[config.mk]
export PLATFORM = sky130hd
export DESIGN_NAME = chm_div
export DESIGN_NICKNAME = d
export VERILOG_FILES = /design/src/rtl/chm_pkg.sv /design/src/rtl/chm_div.sv
export SDC_FILE = /design/constraint.sdc
export NUM_CORES = 1
export LEC_CHECK = 0
export BUFFER_PORTS_ARGS = -buffer_cell sky130_fd_sc_hd__buf_4
export CORE_MARGIN = 8
export CORE_UTILIZATION = 44
export CTS_CLUSTER_DIAMETER = 100
export DETAILED_ROUTE_END_ITERATION = 12
export PLACE_DENSITY = 0.71
export SETUP_SLACK_MARGIN = 0.05
export SYNTH_ARGS = -nofsm -noshare
export SYNTH_HDL_FRONTEND = slang
export SYNTH_SLANG_ARGS = --single-unit
[constraint.sdc]
create_clock -name clk -period 4.7 [get_ports clk]
set_input_delay 1.41 -clock clk [delete_from_list [all_inputs] [get_ports clk]]
set_output_delay 1.41 -clock clk [all_outputs]
set_load 0.01 [all_outputs]
[src/rtl/chm_pkg.sv]
// Shared constants, types and helpers for the cache hit/miss block.
`timescale 1ns / 1ps

package chm_pkg;

    localparam int LINES_DEF      = 64;
    localparam int ADDR_BITS_DEF  = 16;

    localparam int CNT_W          = 7;
    localparam int CFG_IDX_W      = 3;
    localparam int CFG_DATA_W     = 9;
    localparam int LINE_OUT_W     = 6;
    localparam int BLK_OUT_W      = 16;
    localparam int DIV_DW         = 32;
    localparam int DIV_RW         = 9;
    localparam int DIV_NW         = 6;

    localparam logic [CFG_IDX_W-1:0] REG_BLOCK_WORDS = 3'd0;
    localparam logic [CFG_IDX_W-1:0] REG_LINES_USED  = 3'd1;
    localparam logic [CFG_IDX_W-1:0] REG_MAPPING     = 3'd2;
    localparam logic [CFG_IDX_W-1:0] REG_SET_COUNT   = 3'd3;
    localparam logic [CFG_IDX_W-1:0] REG_POLICY      = 3'd4;

    localparam logic [1:0] MAP_DIRECT = 2'd0;
    localparam logic [1:0] MAP_FULL   = 2'd1;

    localparam logic [1:0] POL_RANDOM = 2'd0;
    localparam logic [1:0] POL_FIFO   = 2'd1;
    localparam logic [1:0] POL_LFU    = 2'd2;
    localparam logic [1:0] POL_LRU    = 2'd3;

    localparam logic [15:0] LFSR_SEED = 16'hACE1;
    localparam logic [15:0] LFSR_TAPS = 16'hB400;

    typedef struct packed {
        logic              start;
        logic [DIV_DW-1:0] dividend;
        logic [DIV_RW-1:0] divisor;
        logic [DIV_NW-1:0] nbits;
    } div_req_t;

    typedef struct packed {
        logic              busy;
        logic              done;
        logic [DIV_DW-1:0] quotient;
        logic [DIV_RW-1:0] remainder;
    } div_rsp_t;

    function automatic logic [15:0] lfsr_step(input logic [15:0] s);
        logic [15:0] n;
        n = {1'b0, s[15:1]};
        if (s[0])
        begin
            n = n ^ LFSR_TAPS;
        end
        return n;
    endfunction

endpackage

[src/rtl/chm_div.sv]
// Shared restoring divider, one quotient bit per cycle.
`timescale 1ns / 1ps

module chm_div
(
    input  logic              clk,
    input  logic              rst_n,
    input  chm_pkg::div_req_t req,
    output chm_pkg::div_rsp_t rsp
);

    logic                           busy_reg, busy_next;
    logic                           done_reg, done_next;
    logic [chm_pkg::DIV_NW-1:0]     cnt_reg, cnt_next;
    logic [chm_pkg::DIV_DW-1:0]     dvd_reg, dvd_next;
    logic [chm_pkg::DIV_RW-1:0]     dsr_reg, dsr_next;
    logic [chm_pkg::DIV_DW-1:0]     q_reg, q_next;
    logic [chm_pkg::DIV_RW-1:0]     r_reg, r_next;
    logic [chm_pkg::DIV_RW:0]       r_sh;
    logic [chm_pkg::DIV_RW:0]       r_sub;
    logic [4:0]                     bit_idx;

    always_comb
    begin
        busy_next = busy_reg;
        done_next = 1'b0;
        cnt_next  = cnt_reg;
        dvd_next  = dvd_reg;
        dsr_next  = dsr_reg;
        q_next    = q_reg;
        r_next    = r_reg;
        bit_idx   = 5'(cnt_reg - 6'd1);
        r_sh      = {r_reg, dvd_reg[bit_idx]};
        r_sub     = r_sh - {1'b0, dsr_reg};
        if (busy_reg)
        begin
            if (r_sh >= {1'b0, dsr_reg})
            begin
                r_next = r_sub[chm_pkg::DIV_RW-1:0];
                q_next = {q_reg[chm_pkg::DIV_DW-2:0], 1'b1};
            end
            else
            begin
                r_next = r_sh[chm_pkg::DIV_RW-1:0];
                q_next = {q_reg[chm_pkg::DIV_DW-2:0], 1'b0};
            end
            cnt_next = cnt_reg - 6'd1;
            if (cnt_reg == 6'd1)
            begin
                busy_next = 1'b0;
                done_next = 1'b1;
            end
        end
        else if (req.start)
        begin
            busy_next = 1'b1;
            cnt_next  = req.nbits;
            dvd_next  = req.dividend;
            dsr_next  = req.divisor;
            q_next    = '0;
            r_next    = '0;
        end
    end

    always_ff @(posedge clk or negedge rst_n)
    begin
        if (!rst_n)
        begin
            busy_reg <= 1'b0;
            done_reg <= 1'b0;
            cnt_reg  <= '0;
        end
        else
        begin
            busy_reg <= busy_next;
            done_reg <= done_next;
            cnt_reg  <= cnt_next;
        end
    end

    always_ff @(posedge clk)
    begin
        dvd_reg <= dvd_next;
        dsr_reg <= dsr_next;
        q_reg   <= q_next;
        r_reg   <= r_next;
    end

    assign rsp.busy      = busy_reg;
    assign rsp.done      = done_reg;
    assign rsp.quotient  = q_reg;
    assign rsp.remainder = r_reg;

endmodule

==> qor.txt, run 1 <==
# Post-CTS Setup Buffers: 0
RePlAce Congestion: 0.811
vias post-DR: 2328
vias in the first global route: 2378
GR met2 Demand/Resource: 0.180
CP Capture Point: r_reg[2]
clock root buffer: clkbuf_8
hold_buf cts: 0
RSZ-0062 raised after global routing: no
gr busiest metal: met2
largest net degree at the start of global routing: 44
Post-Syn Instances: 252
Post-synth ARST share: 0.0889
wirelength, routed: 7550 um
Overflow after GRT: 0
TritonCTS buffer count: 9
Startpoint Class: flip-flop
Worst R2R Start: cnt_reg[1]
clock latency at the later pin of the worst-skew pair: 0.35 ns
share of cells above drive strength 1: 0.342
CP arrival: 4.26 ns
clock group share of total power: 0.146
antenna diode count: 0
Multi-input gate area: 1110 um2
sw frac: 0.330
kind of critical path: reg -> reg
CP startpoint: cnt_reg[1]
post-DP HPWL: 5560 um
Leak Pwr: 0.00196 uW
initial core utilization: 0.450
Slew headroom: 0.229
maximum root-to-sink buffer count: 2
Max VDD drop: 0.281 mV
H-tree depth: 3
Tightest Pin Transition: 1.15 ns
crit-path max FO: 9
nets@finish: 409
fin crit share: 0.883
FMAX: 241 MHz
Die Wd: 110 um
outcome: finished clean
final setup fails: 0
Max-Cap Viols: 0
Syn Area/Cell: 15.4 um2
Final Hold Vio Count: 0
I/O pins: 93
# clock sinks: 90
Power Dens Cells: 647 nW/um2
register clock-pin slew on the reported worst setup and hold paths: 0.09 ns
minimum clock period after layout: 4.15 ns
Yosys reg bits: 90
WL per Instance: 16.4 um
met1 global-route usage: 0.177
Layout area overhead: 24.9%
Cell Area, Synth: 3880 um2
Post-CTS Resized: 0
initial DRC count: 118
type of the worst min-delay path: reg -> reg
ANT nets after route: 0
FF+latch area: 2660 um2
Pint: 2100 uW
design area: 4850 um2
total die area: 12100 um2
Worst setup EP type: flip-flop
yosys warns: 0
Yosys cell types: 38
ys flop type: edfxtp_1
Reg2Reg Depth: 14
sequential share of power: 0.431
skew final: 0.0109 ns
Reg2Reg Setup Slack: 0.55 ns
power share of the combinational group: 0.423
PortBufs: 92
die height: 110 um
Seq/Total Area, Yosys: 0.686
setup tns final: 0 ns
initial antenna violation count: 0
most frequent cells in the layout: buf_4, edfxtp_1, and2_1
CTS tree: yes
first-pass GRT wire length: 11700 um
max-slew violation count: 0
DRC Markers: 0
net count after synthesis: 314
vias per cell: 5.07
fill count: 734
drt pass-1 iters: 4
Core Box Area: 8640 um2
commonest non-fill, non-tap cell in the layout: buf_4
R2R Path End: r_reg[2]
CP required: 4.81 ns
EDFF count, synth: 82
Psw: 1040 uW
row count: 34
met3 GRT Util: 0.0399
total track usage: 0.127
Post-Place Cell Area: 4690 um2
-- final cells by class --
type,instances,area share
tap,108,0.0278
multi-input combinational,134,0.229
clock inverter,6,0.00851
inverter,17,0.0132
clock buffer,9,0.0255
timing repair buffer,95,0.147
sequential,90,0.549
-- synth_stat cells (2+ instances only) --
cell	count	area share
a211oi_1	3	0.0058
a21o_1	3	0.0058
a21oi_1	12	0.015
a22o_1	6	0.014
and2_1	31	0.050
and3_1	2	0.0032
buf_4	3	0.0058
clkbuf_1	7	0.0068
dfrtp_1	8	0.052
edfxtp_1	82	0.63
ha_1	11	0.035
inv_1	17	0.016
mux2i_1	3	0.0077
mux4_2	10	0.058
nand2_1	6	0.0058
nand3_1	5	0.0064
nand4_1	2	0.0032
nor2_1	5	0.0048
nor2b_1	5	0.0081
nor3_1	4	0.0052
o2bb2ai_1	2	0.0045
or3_1	2	0.0032
xnor2_1	5	0.011
xor2_1	4	0.0090
-- power groups by stage --
stage               Sequential [uW]  Clock, uW  Combinational (uW)
finish                         1350        458                1330
floorplan                      1420          0                 782
CTS                            1360        473                1350
detailed placement             1370          0                1350
global route                   1390        501                1480
global placement               1370          0                1310
-- per-stage QoR --
step / hold WS (ns) / cells / setup slack (ns) / power (uW) / utilization
after global routing: 0.560 / 459 / 0.257 / 3370 / 0.562
after detailed placement: 0.488 / 444 / 0.514 / 2720 / 0.543
after floorplan: 0.462 / 252 / 0.545 / 2210 / -
after global placement: 0.493 / 444 / 0.632 / 2690 / 0.543
after CTS: 0.532 / 459 / 0.509 / 3180 / 0.562
final: 0.520 / 459 / 0.551 / 3140 / 0.562
-- metal layers --
metal  vias up  part of all wire
met4         0             0.013
li1       1125                 -
met5         -                 0
met3         9             0.086
met1      1105              0.49
met2        89              0.41
-- worst min-delay path by stage --
stage / start / to / slack [ns] / cells after the start
floorplan: cnt_reg[5] / done_reg / 0.46 / 1
global placement: cnt_reg[5] / done_reg / 0.49 / 1
detailed placement: cnt_reg[5] / done_reg / 0.49 / 1
CTS: cnt_reg[5] / done_reg / 0.53 / 1
global route: cnt_reg[5] / done_reg / 0.56 / 1
finish: cnt_reg[5] / done_reg / 0.52 / 1
-- logic make-up after synthesis --
logic type | count (synthesis) | synth area share
buffers and inverters | 28 | 0.0300
multiplexers | 13 | 0.0657
AND/OR/NAND/NOR | 64 | 0.0931
adder cells (fa/ha/maj) | 12 | 0.0406
flip-flops | 90 | 0.686
AO/OA/AOI/OAI | 36 | 0.0648
XOR/XNOR | 9 | 0.0203
-- critical path, stage by stage (launching register included) --
cell      delay (ns)
dfrtp_1         0.38
inv_1           0.08
ha_1            0.48
mux4_2          0.35
mux4_2          0.47
mux2i_1         0.24
ha_1            0.22
inv_1           0.05
fa_1            0.39
a21o_1          0.19
a21oi_1         0.26
o211ai_1        0.15
nand2_1         0.18
a21oi_1         0.22
a22o_1          0.27
(Power assumes the default switching activity.)
==> run 2: changes to the inputs <==
Settings changed: CAP_MARGIN set to 20, PLACE_DENSITY 0.71 to 0.73.
Clock period 4.7 ns to 3.6 ns, I/O delays scaled along.
==> run 2 against run 1 <==
Compared with the run above:
- maximum frequency rose by 16%
- flip-flop and latch count did not move
- critical path depth rose by 1
- core utilization rose by 2.6 points
- first-iteration DRC count fell by 23%
- clock power rose by 50%
- clock-buffer cell count did not move
- register-to-register slack got worse by 0.53 ns
- clock skew rose by 0.0020 ns
- total power rose by 45%
- via count rose by 3.0%
- largest power group is now combinational cells
- highest routed layer unchanged
==> qor.txt, run 2 (synthesized netlist as in run 1, its figures left out) <==
Worst path max stage delay: 0.50 ns (+0.02 ns)
Layout area overhead: 30.6%
die height: 110 um (unchanged)
Power Dens Cells: 900 nW/um2 (+39%)
ANT nets after route: 0 (unchanged)
Core Box Area: 8640 um2 (unchanged)
Pwr Total: 4560 uW (+45%)
initial antenna violation count: 0 (unchanged)
Slew headroom: 0.521 (+0.293)
commonest non-fill, non-tap cell in the layout: buf_4
Max VDD drop: 0.354 mV (+26%)
largest net degree at the start of global routing: 44 (unchanged)
max-slew violation count: 0 (unchanged)
total track usage: 0.131 (+0.00399)
most frequent cells in the layout: buf_4, edfxtp_1, and2_1
RePlAce Congestion: 0.823 (+1.5%)
DRC Markers: 0 (unchanged)
Multi-input gate area: 1170 um2 (+5.4%)
skew final: 0.0129 ns (+0.00205 ns)
H-tree depth: 3 (unchanged)
FF+latch area: 2660 um2 (about the same)
delay-heaviest family, CP: multiplexers
vias post-DR: 2399 (+3.0%)
Final Hold Vio Count: 0 (unchanged)
outcome: finished clean
share of cells above drive strength 1: 0.407 (+0.0647)
CTS tree: yes
fill count: 697 (-5.0%)
Worst setup EP type: flip-flop
TritonCTS buffer count: 9 (unchanged)
RSZ-0062 raised after global routing: yes
CP required: 3.71 ns (-1.10 ns)
maximum root-to-sink buffer count: 2 (unchanged)
vias in the first global route: 2517 (+5.8%)
minimum clock period after layout: 3.57 ns (-0.574 ns)
Max-Cap Viols: 0 (unchanged)
post-DP HPWL: 5720 um (+2.7%)
total die area: 12100 um2 (unchanged)
Startpoint Class: flip-flop
final setup fails: 0 (unchanged)
initial core utilization: 0.450 (unchanged)
clock root buffer: clkbuf_8
CP arrival: 3.68 ns (-0.58 ns)
initial DRC count: 91 (-23%)
Tightest Pin Transition: 0.718 ns (-0.436 ns)
clock latency at the later pin of the worst-skew pair: 0.35 ns (about the same)
FMAX: 280 MHz (+16%)
antenna diode count: 0 (unchanged)
hold_buf cts: 0 (unchanged)
Overflow after GRT: 0 (unchanged)
Util after Layout: 0.587 (+0.0255)
Die Wd: 110 um (unchanged)
drt pass-1 iters: 4 (unchanged)
PortBufs: 92 (unchanged)
nets@finish: 421 (+2.9%)
# clock sinks: 90 (unchanged)
CP cell instances: inv_2 -> ha_4 -> buf_12 -> mux4_2 -> mux4_2 -> mux2i_4 -> ha_2 -> inv_2 -> fa_2 -> a21o_1 -> a21oi_2 -> o211ai_1 -> nand2_2 -> a21oi_4 -> a22o_1
WL per Instance: 16.7 um (+1.5%)
vias per cell: 5.08 (+0.21%)
crit-path max FO: 8 (-1)
WP buf/inv: 3 (+1)
CP max-delay cell: mux4_2
kind of critical path: reg -> reg
Leak Pwr: 0.00205 uW (+4.6%)
I/O pins: 93 (unchanged)
first-pass GRT wire length: 12300 um (+4.4%)
register clock-pin slew on the reported worst setup and hold paths: 0.10 ns (about the same)
type of the worst min-delay path: in -> async
wirelength, routed: 7880 um (+4.4%)
row count: 34 (unchanged)
fin crit share: 0.993 (+0.110)
-- run 2: cell count changes in the layout (fill, tap and decap cells not counted), sizes merged --
cell      previous run  this run
clkinvlp             2         0
clkinv               2         3
inv                 19        21
buf                 95       107
-- run 2: timing repair --
action                                 4_1_cts  5_1_grt
setup endpoints to repair                    9       10
pin swaps                                   11        8
gates resized for setup                      8        2
endpoints found under the hold margin        0        0
setup buffers                                5        0
-- run 2: power by group --
| group | leakage [uW] | internal [uW] | total [uW] | switching (uW) |
|---|---|---|---|---|
| Sequential | 0.000897 | 1560 | 1780 | 218 |
| Combinational | 0.00105 | 1190 | 2100 | 911 |
| Clock | 0.000104 | 279 | 687 | 408 |
-- run 2: metrics by stage --
step / cells / worst slack [ns] / instance area, um2 / hold WS (ns) / setup TNS (ns)
floorplan: 252 / -0.0723 / 3940 / 0.462 / -0.469
global placement: 451 / 0.0278 / 4790 / 0.500 / 0
detailed placement: 451 / -0.0746 / 4790 / 0.496 / -0.458
CTS: 472 / -0.0384 / 5060 / 0.507 / -0.223
global route: 472 / -0.139 / 5070 / 0.505 / -1.19
finish: 472 / 0.0252 / 5070 / 0.527 / 0
-- run 2: worst register-to-register path, delay by kind of cell (launching register included) --
family          cells  cell delay, ns
flops               1            0.40
simple gates        1            0.14
buf+inv             3            0.20
mux                 3            0.96
fa+ha+maj           3            0.84
compound gates      5            0.80
-- run 2: area by class of cell --
class / instances / share of cell area
multi-input cells: 134 / 0.231
clock buffers: 9 / 0.0244
flip-flops and latches: 90 / 0.525
clock inverters: 7 / 0.0160
inverters: 17 / 0.0126
well taps: 108 / 0.0266
repair buffers: 107 / 0.164
-- run 2: path summary, 6_finish.rpt --
| check | slack [ns] | cells past startpoint | endpoint | from |
|---|---|---|---|---|
| min in group clk | 0.53 | 1 | done_reg | cnt_reg[5] |
| max in group asynchronous | 2.93 | 1 | cnt_reg[0] | rst_n |
| min reg2reg | 0.53 | 1 | done_reg | cnt_reg[5] |
| max reg2reg | 0.03 | 15 | r_reg[6] | cnt_reg[0] |
| min | 0.53 | 1 | cnt_reg[4] | rst_n |
| max | 0.03 | 15 | r_reg[6] | cnt_reg[0] |
-- run 2: routing by layer --
| metal | up-vias | wire [um] | global-route usage |
|---|---|---|---|
| li1 | 1154 | - | - |
| met1 | 1146 | 3590 | 0.174 |
| met2 | 85 | 3490 | 0.195 |
| met3 | 14 | 667 | 0.0393 |
| met4 | 0 | 124 | 0.0588 |
| met5 | - | 0 | 0 |
==> run 3: changes to the inputs <==
Settings changed: PLACE_DENSITY 0.73 to unset, PLACE_DENSITY_LB_ADDON set to 0.15.
==> run 3 against run 2 <==
Compared with the run above:
- final cell count increased by 0.64%
- die area unchanged
- sequential power about the same
- flip-flop and latch count unchanged
- maximum frequency decreased by 0.68%
- highest routed layer unchanged
- first-iteration DRC count increased by 130%
- design area decreased by 0.27%
- clock-buffer cell count increased by 2
==> qor.txt, run 3 (synthesized netlist as in run 1, its figures left out) <==
Final Hold Vio Count: 0 (unchanged)
crit-path max FO: 8 (unchanged)
fill count: 709 (+1.7%)
Startpoint Class: flip-flop
clock root buffer: clkbuf_8
RSZ-0062 raised after global routing: yes
Leak Pwr: 0.00205 uW (-0.34%)
Reg2Reg Depth: 15 (unchanged)
CP arrival: 3.71 ns (+0.03 ns)
vias in the first global route: 2559 (+1.7%)
Cell Count, Final, Fillers Out: 475 (+0.64%)
Slew headroom: 0.554 (+0.0329)
Max VDD drop: 0.303 mV (-14%)
Max-Cap Viols: 0 (unchanged)
TritonCTS buffer count: 9 (unchanged)
drt pass-1 iters: 4 (unchanged)
row count: 34 (unchanged)
FMAX: 278 MHz (-0.68%)
kind of critical path: reg -> reg
post-DP HPWL: 5860 um (+2.4%)
Core Box Area: 8640 um2 (unchanged)
antenna diode count: 0 (unchanged)
CTS tree: yes
maximum root-to-sink buffer count: 2 (unchanged)
WL per Instance: 17.1 um (+2.7%)
nets@finish: 424 (+0.71%)
most frequent cells in the layout: buf_4, edfxtp_1, and2_1
vias post-DR: 2400 (+0.042%)
initial core utilization: 0.450 (unchanged)
Layout area overhead: 30.3%
final setup fails: 0 (unchanged)
Power Dens Cells: 887 nW/um2 (-1.4%)
Worst setup EP type: flip-flop
initial antenna violation count: 0 (unchanged)
clock latency at the later pin of the worst-skew pair: 0.35 ns (about the same)
register clock-pin slew on the reported worst setup and hold paths: 0.08 ns (-0.02 ns)
minimum clock period after layout: 3.60 ns (+0.0245 ns)
type of the worst min-delay path: reg -> reg
PortBufs: 92 (unchanged)
share of cells above drive strength 1: 0.398 (-0.00877)
design area: 5060 um2 (-0.27%)
max-slew violation count: 0 (unchanged)
ANT nets after route: 0 (unchanged)
die height: 110 um (unchanged)
Pwr Total: 4490 uW (-1.7%)
CP required: 3.71 ns (about the same)
outcome: finished clean
skew final: 0.0103 ns (-0.00262 ns)
H-tree depth: 3 (unchanged)
Post-Place Cell Area: 4800 um2 (+0.16%)
hold_buf cts: 0 (unchanged)
Tightest Pin Transition: 0.667 ns (-0.0508 ns)
largest net degree at the start of global routing: 42 (-4.5%)
depth of the worst hold-timing path: 1
vias per cell: 5.05 (-0.59%)
total die area: 12100 um2 (unchanged)
commonest non-fill, non-tap cell in the layout: buf_4
Placed Cells: 452 (+0.22%)
first-pass GRT wire length: 13000 um (+5.7%)
initial DRC count: 205 (+130%)
DRC Markers: 0 (unchanged)
fin crit share: 1.00 (+0.00681)
I/O pins: 93 (unchanged)
total track usage: 0.141 (+0.00958)
# clock sinks: 90 (unchanged)
wirelength, routed: 8150 um (+3.4%)
RePlAce Congestion: 0.797 (-3.1%)
Overflow after GRT: 0 (unchanged)
Die Wd: 110 um (unchanged)
==> run 3: cell count changes in the layout (fill, tap and decap cells not counted), moves of 2 or more <==
cell        previous run  this run
clkinvlp_4             0         2
inv_8                  2         0
a21oi_1                8        10
a21oi_2                3         1
clkinv_8               2         0
clkbuf_1               0         2
inv_6                  2         0
buf_4                104       108
==> run 3: path summary, 6_finish.rpt <==
| kind | start | slack [ns] | endpoint |
|---|---|---|---|
| min in group asynchronous | rst_n | 0.53 | cnt_reg[4] |
| worst min-delay path | cnt_reg[5] | 0.52 | done_reg |
| worst min register to register | cnt_reg[5] | 0.52 | done_reg |
| worst max register to register | cnt_reg[0] | 0.0007 | r_reg[6] |
| max in group asynchronous | rst_n | 2.92 | cnt_reg[0] |
| worst max-delay path | cnt_reg[0] | 0.0007 | r_reg[6] |
==> run 3: layer usage <==
| metal | vias up | share of wire | track usage |
|---|---|---|---|
| met5 | - | 0 | 0 |
| met4 | 0 | 0.016 | 0.0627 |
| met1 | 1146 | 0.46 | 0.192 |
| met3 | 13 | 0.088 | 0.0434 |
| met2 | 82 | 0.43 | 0.203 |
| li1 | 1159 | - | - |
==> run 3: layout make-up <==
type | instances | area [um2] | share of cell area
Clock buffer | 11 | 131 | 0.0260
Clock inverter | 5 | 57.6 | 0.0114
Inverter | 17 | 63.8 | 0.0126
Multi-Input combinational cell | 134 | 1160 | 0.229
Sequential cell | 90 | 2660 | 0.527
Tap cell | 108 | 135 | 0.0267
Timing Repair Buffer | 110 | 851 | 0.168
==> run 3: repair_timing <==
action / in CTS / in global routing
pin swaps: 13 / 7
hold endpoints to repair: 0 / 0
setup buffers: 5 / 2
setup endpoints to repair: 9 / 10
resized for setup: 5 / 1
==> run 3: report_power, final <==
group          internal [uW]  switching [uW]
clock network            321             350
logic                   1150             892
registers               1560             206
total                   3040            1450
==> run 3: stage by stage <==
stage / util / setup TNS, ns / hold slack, ns / setup WS, ns
after global routing: 0.586 / -1.23 / 0.512 / -0.166
after detailed placement: 0.555 / -0.496 / 0.492 / -0.0885
final: 0.586 / 0 / 0.524 / 0.000677
after floorplan: - / -0.469 / 0.462 / -0.0723
after CTS: 0.584 / -0.109 / 0.512 / -0.0286
after global placement: 0.555 / 0 / 0.494 / 0.0428
==> run 3: worst max-delay path, stage by stage, from the launching register on <==
cell	delay [ns]
dfrtp_2	0.43
inv_2	0.07
ha_4	0.21
buf_12	0.13
mux4_2	0.29
mux4_2	0.48
mux2i_2	0.21
ha_2	0.22
inv_2	0.04
fa_2	0.33
a21o_1	0.17
a21oi_2	0.17
o211ai_1	0.16
nand2_2	0.15
a21oi_4	0.10
a22o_1	0.19
